## src/rtl/jmds_pkg.sv

```systemverilog
// Shared types and constants for the JPEG marker dimension scanner.
package jmds_pkg;

   // Event kinds carried on the result channel.
   localparam logic [1:0] EV_DIMS   = 2'd0;
   localparam logic [1:0] EV_JPEG   = 2'd1;
   localparam logic [1:0] EV_REJECT = 2'd2;

   // Marker bytes.
   localparam logic [7:0] BYTE_FF   = 8'hFF;
   localparam logic [7:0] CODE_SOI  = 8'hD8;
   localparam logic [7:0] CODE_EOI  = 8'hD9;
   localparam logic [7:0] CODE_SOS  = 8'hDA;
   localparam logic [7:0] CODE_SOF_LO = 8'hC0;
   localparam logic [7:0] CODE_SOF_HI = 8'hCF;
   localparam logic [7:0] CODE_DHT  = 8'hC4;
   localparam logic [7:0] CODE_JPG  = 8'hC8;
   localparam logic [7:0] CODE_DAC  = 8'hCC;

   // Result queue depth (entries of one bundle each).
   localparam int RESULT_DEPTH = 4;

   // Results caused by one input byte. When two_results is set the second
   // result is always a reject with the same dimensions.
   typedef struct packed {
      logic        push;
      logic [1:0]  first_kind;
      logic        two_results;
      logic [15:0] width;
      logic [15:0] height;
   } result_bundle_type;

endpackage

```

## src/rtl/jmds_parser.sv

```systemverilog
// Marker parser: phase register, segment counters and result bundle decode.
module jmds_parser (
   input  logic                        clock,
   input  logic                        reset,
   input  logic                        accept,
   input  logic [7:0]                  data_byte,
   input  logic                        stream_start,
   input  logic                        stream_end,
   output jmds_pkg::result_bundle_type bundle
);

   localparam logic [3:0] PH_SIG0     = 4'd0;
   localparam logic [3:0] PH_SIG1     = 4'd1;
   localparam logic [3:0] PH_HUNT     = 4'd2;
   localparam logic [3:0] PH_CODE     = 4'd3;
   localparam logic [3:0] PH_SKLEN_HI = 4'd4;
   localparam logic [3:0] PH_SKLEN_LO = 4'd5;
   localparam logic [3:0] PH_SKIPPING = 4'd6;
   localparam logic [3:0] PH_SFLEN_HI = 4'd7;
   localparam logic [3:0] PH_SFLEN_LO = 4'd8;
   localparam logic [3:0] PH_PREC     = 4'd9;
   localparam logic [3:0] PH_H_HI     = 4'd10;
   localparam logic [3:0] PH_H_LO     = 4'd11;
   localparam logic [3:0] PH_W_HI     = 4'd12;
   localparam logic [3:0] PH_W_LO     = 4'd13;
   localparam logic [3:0] PH_NCOMP    = 4'd14;
   localparam logic [3:0] PH_DONE     = 4'd15;

   logic [3:0]  phase_ff,  phase_in;
   logic [15:0] seg_len_ff, seg_len_in;
   logic [15:0] skip_ff,   skip_in;
   logic [7:0]  high_ff,   high_in;
   logic [15:0] width_ff,  width_in;
   logic [15:0] height_ff, height_in;

   logic [3:0]  phase_cur;
   logic [15:0] width_cur, height_cur;
   logic [15:0] word_val;
   logic [15:0] skip_dec;
   logic [9:0]  three_n;
   logic [15:0] sof_expect;
   logic        is_sof;

   // A stream start restarts the parser before this byte is looked at.
   assign phase_cur  = stream_start ? PH_SIG0 : phase_ff;
   assign width_cur  = stream_start ? 16'd0 : width_ff;
   assign height_cur = stream_start ? 16'd0 : height_ff;

   assign word_val   = {high_ff, data_byte};
   assign skip_dec   = skip_ff - 16'd1;
   assign three_n    = {1'b0, data_byte, 1'b0} + {2'b00, data_byte};
   assign sof_expect = {6'd0, three_n} + 16'd8;
   assign is_sof     = (data_byte >= jmds_pkg::CODE_SOF_LO) &&
                       (data_byte <= jmds_pkg::CODE_SOF_HI) &&
                       (data_byte != jmds_pkg::CODE_DHT) &&
                       (data_byte != jmds_pkg::CODE_JPG) &&
                       (data_byte != jmds_pkg::CODE_DAC);

   always_comb begin
      phase_in   = phase_cur;
      seg_len_in = seg_len_ff;
      skip_in    = skip_ff;
      high_in    = high_ff;
      width_in   = width_cur;
      height_in  = height_cur;
      bundle.push        = 1'b0;
      bundle.first_kind  = jmds_pkg::EV_REJECT;
      bundle.two_results = 1'b0;
      bundle.width       = width_cur;
      bundle.height      = height_cur;

      if (stream_end) begin
         if (phase_cur != PH_DONE) begin
            bundle.push = 1'b1;
            phase_in    = PH_DONE;
         end
      end else begin
         case (phase_cur)
            PH_SIG0: begin
               if (data_byte == jmds_pkg::BYTE_FF) begin
                  phase_in = PH_SIG1;
               end else begin
                  phase_in    = PH_DONE;
                  bundle.push = 1'b1;
               end
            end
            PH_SIG1: begin
               if (data_byte == jmds_pkg::CODE_SOI) begin
                  phase_in = PH_HUNT;
               end else begin
                  phase_in    = PH_DONE;
                  bundle.push = 1'b1;
               end
            end
            PH_HUNT: begin
               if (data_byte == jmds_pkg::BYTE_FF) phase_in = PH_CODE;
            end
            PH_CODE: begin
               if (data_byte == jmds_pkg::BYTE_FF) begin
                  phase_in = PH_CODE;   // fill byte
               end else if (is_sof) begin
                  phase_in = PH_SFLEN_HI;
               end else if (data_byte == jmds_pkg::CODE_SOS ||
                            data_byte == jmds_pkg::CODE_EOI) begin
                  phase_in          = PH_DONE;
                  bundle.push       = 1'b1;
                  bundle.first_kind = jmds_pkg::EV_JPEG;
               end else begin
                  phase_in = PH_SKLEN_HI;
               end
            end
            PH_SKLEN_HI, PH_SFLEN_HI, PH_H_HI, PH_W_HI: begin
               high_in  = data_byte;
               phase_in = phase_cur + 4'd1;
            end
            PH_SKLEN_LO: begin
               seg_len_in = word_val;
               if (word_val < 16'd2) begin
                  phase_in    = PH_DONE;
                  bundle.push = 1'b1;
               end else begin
                  skip_in  = word_val - 16'd2;
                  phase_in = (word_val == 16'd2) ? PH_HUNT : PH_SKIPPING;
               end
            end
            PH_SKIPPING: begin
               skip_in = skip_dec;
               if (skip_dec == 16'd0) phase_in = PH_HUNT;
            end
            PH_SFLEN_LO: begin
               seg_len_in = word_val;
               phase_in   = PH_PREC;
            end
            PH_PREC: begin
               phase_in = PH_H_HI;
            end
            PH_H_LO: begin
               height_in = word_val;
               phase_in  = PH_W_HI;
            end
            PH_W_LO: begin
               width_in = word_val;
               phase_in = PH_NCOMP;
            end
            PH_NCOMP: begin
               bundle.push       = 1'b1;
               bundle.first_kind = jmds_pkg::EV_DIMS;
               if (seg_len_ff != sof_expect) begin
                  bundle.two_results = 1'b1;
                  phase_in           = PH_DONE;
               end else begin
                  skip_in  = {6'd0, three_n};
                  phase_in = (three_n == 10'd0) ? PH_HUNT : PH_SKIPPING;
               end
            end
            default: begin
               phase_in = PH_DONE;
            end
         endcase
      end

      if (!accept) bundle.push = 1'b0;
   end

   always_ff @(posedge clock) begin
      if (reset) begin
         phase_ff  <= PH_SIG0;
         width_ff  <= 16'd0;
         height_ff <= 16'd0;
      end else if (accept) begin
         phase_ff  <= phase_in;
         width_ff  <= width_in;
         height_ff <= height_in;
      end
   end

   always_ff @(posedge clock) begin
      if (accept) begin
         seg_len_ff <= seg_len_in;
         skip_ff    <= skip_in;
         high_ff    <= high_in;
      end
   end

   // A second result only follows a dimensions report.
   assert property (@(posedge clock) disable iff (reset)
      (bundle.push && bundle.two_results) |-> (bundle.first_kind == jmds_pkg::EV_DIMS))
      else $error("two results without a dimensions report first");

   // Once a verdict is reached, only a restart leaves the done phase.
   assert property (@(posedge clock) disable iff (reset)
      (phase_ff == PH_DONE && accept && !stream_start) |=> (phase_ff == PH_DONE))
      else $error("left done phase without a stream start");

   // An end of input can only ever reject, and with a single result.
   assert property (@(posedge clock) disable iff (reset)
      (bundle.push && stream_end) |->
         (bundle.first_kind == jmds_pkg::EV_REJECT && !bundle.two_results))
      else $error("end of input gave something other than one reject");

endmodule

```

## src/rtl/jmds_result_fifo.sv

```systemverilog
// Result queue: holds result bundles and serializes them onto the rsp channel.
module jmds_result_fifo #(
   parameter int DEPTH = jmds_pkg::RESULT_DEPTH
) (
   input  logic                        clock,
   input  logic                        reset,
   input  jmds_pkg::result_bundle_type wr_bundle,
   output logic                        has_room,
   output logic                        out_valid,
   input  logic                        out_ready,
   output logic [1:0]                  out_kind,
   output logic [15:0]                 out_width,
   output logic [15:0]                 out_height,
   output logic                        out_last
);

   localparam int PTR_W = (DEPTH > 1) ? $clog2(DEPTH) : 1;
   localparam int CNT_W = $clog2(DEPTH + 1);

   jmds_pkg::result_bundle_type entry_ff [DEPTH];

   logic [PTR_W-1:0] wr_ptr_ff, wr_ptr_in;
   logic [PTR_W-1:0] rd_ptr_ff, rd_ptr_in;
   logic [CNT_W-1:0] count_ff,  count_in;
   logic             half_ff,   half_in;
   logic             push, pop, beat;

   jmds_pkg::result_bundle_type head;

   assign head      = entry_ff[rd_ptr_ff];
   assign has_room  = (count_ff < CNT_W'(DEPTH));
   assign out_valid = (count_ff != '0);
   assign out_kind  = half_ff ? jmds_pkg::EV_REJECT : head.first_kind;
   assign out_width = head.width;
   assign out_height = head.height;
   assign out_last  = half_ff | ~head.two_results;

   assign push = wr_bundle.push;
   assign beat = out_valid & out_ready;
   assign pop  = beat & out_last;

   always_comb begin
      wr_ptr_in = wr_ptr_ff;
      rd_ptr_in = rd_ptr_ff;
      count_in  = count_ff;
      half_in   = half_ff;
      if (push) wr_ptr_in = (wr_ptr_ff == PTR_W'(DEPTH - 1)) ? '0 : wr_ptr_ff + 1'b1;
      if (pop)  rd_ptr_in = (rd_ptr_ff == PTR_W'(DEPTH - 1)) ? '0 : rd_ptr_ff + 1'b1;
      if (push && !pop) count_in = count_ff + 1'b1;
      if (!push && pop) count_in = count_ff - 1'b1;
      if (pop)       half_in = 1'b0;
      else if (beat) half_in = 1'b1;
   end

   always_ff @(posedge clock) begin
      if (reset) begin
         wr_ptr_ff <= '0;
         rd_ptr_ff <= '0;
         count_ff  <= '0;
         half_ff   <= 1'b0;
      end else begin
         wr_ptr_ff <= wr_ptr_in;
         rd_ptr_ff <= rd_ptr_in;
         count_ff  <= count_in;
         half_ff   <= half_in;
      end
   end

   always_ff @(posedge clock) begin
      if (push) entry_ff[wr_ptr_ff] <= wr_bundle;
   end

   assert property (@(posedge clock) disable iff (reset)
      count_ff <= CNT_W'(DEPTH))
      else $error("result queue count beyond depth");

   assert property (@(posedge clock) disable iff (reset)
      push |-> (has_room || pop))
      else $error("push into full result queue");

   assert property (@(posedge clock) disable iff (reset)
      half_ff |-> (out_valid && head.two_results))
      else $error("second half sent for a single-result entry");

endmodule

```

## src/rtl/jpeg_marker_dimension_scanner_unit.sv

```systemverilog
// Top level of the JPEG marker dimension scanner.
//
//  channel | dir | tdata                              | tuser / tlast
//  --------+-----+------------------------------------+---------------------------------
//  req     | in  | [7:0] data_byte                    | tuser [0] stream_start, [1] stream_end
//  rsp     | out | [15:0] image_width, [31:16] height | tuser [1:0] event_kind; tlast
//
//  One byte transaction per cycle while req_tready is high. A byte is parsed
//  in the cycle it is accepted (phase register, counters) and its results
//  are written to the result queue at that cycle's clock edge, so rsp_tvalid
//  can rise in the cycle after an accepted byte. A byte that causes two results
//  (SOF length mismatch) occupies the rsp channel for two transactions; the
//  queue absorbs this while req keeps flowing. req_tready depends only on queue
//  occupancy; it drops when the queue is full because rsp is stalled. Synchronous
//  reset returns the parser to expecting the first FF and empties the queue.
module jpeg_marker_dimension_scanner_unit #(
   parameter int RESULT_DEPTH = jmds_pkg::RESULT_DEPTH
) (
   input  logic        clock,
   input  logic        reset,

   input  logic        req_tvalid,
   output logic        req_tready,
   input  logic [7:0]  req_tdata,   // [7:0] data_byte
   input  logic [1:0]  req_tuser,   // [0] stream_start, [1] stream_end

   output logic        rsp_tvalid,
   input  logic        rsp_tready,
   output logic [31:0] rsp_tdata,   // [15:0] image_width, [31:16] image_height
   output logic [1:0]  rsp_tuser,   // [1:0] event_kind
   output logic        rsp_tlast    // last result caused by this byte
);

   logic                        req_accept;
   jmds_pkg::result_bundle_type bundle;
   logic [15:0]                 out_width, out_height;

   assign req_accept = req_tvalid & req_tready;

   jmds_parser u_parser (
      .clock        (clock),
      .reset        (reset),
      .accept       (req_accept),
      .data_byte    (req_tdata),
      .stream_start (req_tuser[0]),
      .stream_end   (req_tuser[1]),
      .bundle       (bundle)
   );

   jmds_result_fifo #(
      .DEPTH (RESULT_DEPTH)
   ) u_result_fifo (
      .clock      (clock),
      .reset      (reset),
      .wr_bundle  (bundle),
      .has_room   (req_tready),
      .out_valid  (rsp_tvalid),
      .out_ready  (rsp_tready),
      .out_kind   (rsp_tuser),
      .out_width  (out_width),
      .out_height (out_height),
      .out_last   (rsp_tlast)
   );

   assign rsp_tdata = {out_height, out_width};

endmodule

```

## config.mk

```make
export PLATFORM = sky130hd
export DESIGN_NAME = jpeg_marker_dimension_scanner_unit
export DESIGN_NICKNAME = d
export VERILOG_FILES = /design/src/rtl/jmds_pkg.sv /design/src/rtl/jmds_parser.sv /design/src/rtl/jmds_result_fifo.sv /design/src/rtl/jpeg_marker_dimension_scanner_unit.sv
export SDC_FILE = /design/constraint.sdc
export NUM_CORES = 1
export LEC_CHECK = 0
export ABC_AREA = 1
export BUFFER_PORTS_ARGS = -buffer_cell sky130_fd_sc_hd__buf_4
export CAP_MARGIN = 40
export CORE_ASPECT_RATIO = 0.8
export CORE_MARGIN = 2
export CORE_UTILIZATION = 45
export CTS_CLUSTER_DIAMETER = 100
export DETAILED_ROUTE_END_ITERATION = 10
export SYNTH_ARGS = -nofsm -noshare
export SYNTH_HDL_FRONTEND = slang
export SYNTH_HIERARCHICAL = 1
export SYNTH_SLANG_ARGS = --single-unit
```

## constraint.sdc

```tcl
create_clock -name clock -period 3.3 [get_ports clock]
set_input_delay 0.165 -clock clock [delete_from_list [all_inputs] [get_ports clock]]
set_output_delay 0.165 -clock clock [all_outputs]
set_load 0.01 [all_outputs]
```

==> impl_metrics.yaml <==
cells_and_area:
  drive_gt1_share_pct: 17.3
  fin_util_pct: 53.6
  area_growth_syn_to_layout_pct: 17.4
  antenna_cells: 0
  nets: 1347
  n_fill_cell: 2246
  final_cells: 1634
min_path:
  hold_depth: 2
  worst_hold_path_type: "primary input to flip-flop"
sta:
  slew_viol_final: 0
  worst_clock_skew_ns: 0.0106
  finalHoldViolations: 0
  grt_setup_unrepaired: "yes"
  holdWs_ns: 0.0432
  finalSetupViolations: 0
  max-slew-margin-rel_pct: 48.7
  timing.final.crit_share_pct: 95.8
  slew_worst_pin_ns: 0.766
  max_clock_freq_ghz: 0.316
  totalNegativeSetupSlack_ns: 0
  final_period_minus_worst_setup_slack_ns: 3.16
synth:
  synth_top_cells_by_count: "sky130_fd_sc_hd__edfxtp_1, sky130_fd_sc_hd__nor2_1, sky130_fd_sc_hd__nand2_1, sky130_fd_sc_hd__inv_1, sky130_fd_sc_hd__o21ai_0"
  synthArstFlopShare_pct: 0
  synth.yosys.seq_area_share_pct: 55.0
  postSynth.topFlopCell: "sky130_fd_sc_hd__edfxtp_1"
  synth-warning-count: 6
  synth_register_bits: 226
  avgSynthCellArea_um2: 9.53
  mappedNetlistArea_um2: 11500
  synth.area.top_cells: "sky130_fd_sc_hd__edfxtp_1, sky130_fd_sc_hd__dfxtp_1, sky130_fd_sc_hd__nor2_1, sky130_fd_sc_hd__nand2_1, sky130_fd_sc_hd__inv_1"
  synth_edf_count: 180
  synthMostInstantiatedCell: "sky130_fd_sc_hd__edfxtp_1"
  synth_fp_nets: 1260
  synthCells: 1206
  area_fraction_of_the_dominant_cell_type_after_synthesis_pct: 47.0
  synth_top_area_cell: "sky130_fd_sc_hd__edfxtp_1"
  synth.distinct_cells: 51
die:
  die_h_um: 147
  io_pins: 51
  num_rows: 52
  die_w_um: 183
  design.die.area_um2: 26800
  initial_utilization_pct: 45.6
  placeableCoreArea_um2: 25200
place:
  dp_hpwl_um: 19200
  port_buffers: 50
  gp_routability_congestion: 0.927
  post-place-cells: 1569
status:
  outcome: "complete, no violations"
route:
  detail_route.vias_per_cell: 5.33
  detail_route.wl_per_cell_um: 17.5
  wl_um: 28500
  drtAntennaViolNets: 0
  drt-initial-drc-count: 756
  remaining_drc_errors: 0
  dr_total_vias: 8713
  detail_route.first_pass.iterations: 5
grt:
  overflow: 0
  maximum_number_of_pins_on_one_net_before_global_route_repair: 69
  grt_antenna_before_repair: 0
  first_global_vias: 7905
  global_route.usage.total_pct: 21.0
  grt_first_pass_wirelength_um: 44400
setup_path:
  worstSetupStartpointType: "primary input"
  timing.critical_path.arrival_ns: 3.40
  critPathCapture: "u_parser/skip_ff[3]$_DFFE_PP_"
  critical_path.cell_chain: "dlygate4sd3_1 -> buf_6 -> clkinvlp_4 -> buf_4 -> fa_2 -> xnor2_2 -> ha_1 -> nand2_1 -> o21ai_0 -> nor2_1 -> nand3_1 -> nor2_1 -> nand2_1 -> nor2_1 -> nand2_1 -> nor2_1 -> nand3_1 -> nand2_2 -> nand3_2 -> a21oi_4 -> clkbuf_16"
  critical_path.most_common_cell: "sky130_fd_sc_hd__nor2_1"
  critical_path.max_fanout: 8
  cp.buffers_inverters: 5
  critical_path.top_delay_family: "buffers and inverters"
  path_depth: 21
  timing.critical_path.slowest_cell_delay_ns: 0.54
  reg2reg_depth: 20
  critical_path.slowest_cell: "sky130_fd_sc_hd__dlygate4sd3_1"
  cp-end-kind: "flip-flop"
  worstReg2RegStart: "u_parser/phase_ff[0]$_SDFFE_PP0P_"
  setup.reg_to_reg.worst_slack_ns: 0.37
  worst_ep_required_time_ns: 3.54
  critPathKind: "primary input to flip-flop"
  crit_path_start: "req_tdata[1]"
  reg2reg_to: "u_result_fifo/count_ff[2]$_SDFFE_PP0P_"
pwr:
  cellPowerDensity_nw_per_um2: 670
  irDropWorstVdd_mv: 0.458
  power_switching_share_pct: 32.4
  cellInternalPower_mw: 6.11
  power.share.sequential_pct: 39.3
  net_switching_power_mw: 2.93
  p_comb_share_pct: 30.4
  power.share.clock_pct: 30.3
  leakage_nw: 5.46
clock_tree:
  clkSlewWorstSetupHoldPaths_ns: 0.06
  tritoncts_num_sinks: 226
  htreeDepth: 1
  total_clock_buffers_created_by_cts: 24
  clk-insertion-delay-late_ns: 0.52
  cts_tree: "yes"
  cts.root.buffer_cell: "sky130_fd_sc_hd__clkbuf_16"
  clk_path_buf_depth: 3
run:
  drv_cap: 0
[cell type report]
type | count | area (µm²) | share of cell area [%]
clock buffer | 26 | 651 | 4.82
clock inverter | 17 | 165 | 1.22
inverter | 176 | 681 | 5.04
multi-input combinational | 760 | 4340 | 32.2
sequential | 226 | 6330 | 46.9
tap | 324 | 405 | 3.00
timing repair buffer | 105 | 920 | 6.82
[what timing repair did]
item / in CTS / in global routing
setup endpoints to repair: 0 / 18
hold endpoints to repair: 17 / 0
hold buffers: 8 / 0
buffers inserted: 0 / 13
resized for setup: 0 / 22
[worst reg2reg max path, delay by kind of cell (launching register included)]
kind                       cells  cell delay [ns]
adders and majority gates      3             0.83
and+or+nand+nor                5             0.49
AOI/OAI and AO/OA              6             0.57
buffers and inverters          6             0.61
DFF                            1             0.34
[sequential cells by signal, summed over array words and instances, names as in the netlist, named ones only]
| name | cells |
|---|---|
| u_parser/skip_ff | 16 |
| u_result_fifo/half_ff | 1 |
| u_parser/height_ff | 16 |
| u_result_fifo/count_ff | 3 |
| u_result_fifo/wr_ptr_ff | 2 |
| u_result_fifo/entry_ff | 140 |
| u_parser/high_ff | 8 |
| u_parser/phase_ff | 4 |
| u_result_fifo/rd_ptr_ff | 2 |
| u_parser/width_ff | 16 |
| u_parser/seg_len_ff | 16 |
[layer usage]
| metal | wire length (µm) | vias up | track usage, % |
|---|---|---|---|
| li1 | - | 4285 | - |
| met1 | 13900 | 4104 | 33.3 |
| met2 | 12100 | 290 | 30.6 |
| met3 | 2000 | 34 | 2.97 |
| met4 | 476 | 0 | 4.11 |
| met5 | 0 | - | 0 |
[cell families after synthesis]
logic type / Yosys count / share of synthesized area [%]
AND/OR/NAND/NOR: 442 / 16.8
AO/OA/AOI/OAI: 261 / 14.6
flip-flops: 226 / 55.0
buffers and inverters: 220 / 7.77
adder cells (fa/ha/maj): 40 / 4.49
XOR/XNOR: 17 / 1.36
[power by group through the flow]
stage,Combinational (mW),Sequential [mW],Clock (mW)
finish,2.75,3.55,2.74
global route,3.04,3.57,2.91
CTS,2.74,3.54,2.79
detailed placement,2.73,3.60,0
global placement,2.70,3.60,0
floorplan,1.78,3.57,0
[per-stage QoR]
step                      worst slack [ns]  total power, mW  instance area [µm²]
after floorplan                      0.199             5.35                11500
after global placement               0.145             6.30                12300
after detailed placement            0.0586             6.33                12400
after CTS                           0.0388             9.07                13300
after global routing               -0.0244             9.52                13500
final                                0.139             9.04                13500
[how the worst min path moves through the flow]
stage                       startpoint                                       to  slack [ns]
after global routing      req_tuser[1]  u_result_fifo/entry_ff[1][33]$_DFFE_PP_        0.05
final                     req_tuser[1]  u_result_fifo/entry_ff[1][32]$_DFFE_PP_        0.04
after detailed placement         reset        u_parser/phase_ff[0]$_SDFFE_PP0P_        0.37
after floorplan                  reset        u_parser/phase_ff[0]$_SDFFE_PP0P_        0.23
after global placement           reset        u_parser/phase_ff[0]$_SDFFE_PP0P_        0.37
after CTS                 req_tuser[1]  u_result_fifo/entry_ff[1][32]$_DFFE_PP_        0.03
[placed cells by master (no fill, tap or decap), types with 34 or more instances in the layout]
cell type                    n
sky130_fd_sc_hd__a21oi_1    36
sky130_fd_sc_hd__inv_1     154
sky130_fd_sc_hd__nand3_1    44
sky130_fd_sc_hd__edfxtp_1  180
sky130_fd_sc_hd__o21ai_0    90
sky130_fd_sc_hd__dfxtp_1    45
sky130_fd_sc_hd__o211ai_1   51
sky130_fd_sc_hd__buf_4      87
sky130_fd_sc_hd__nor2_1    177
sky130_fd_sc_hd__ha_1       34
sky130_fd_sc_hd__nand2_1   157
(Power assumes the default switching activity.)
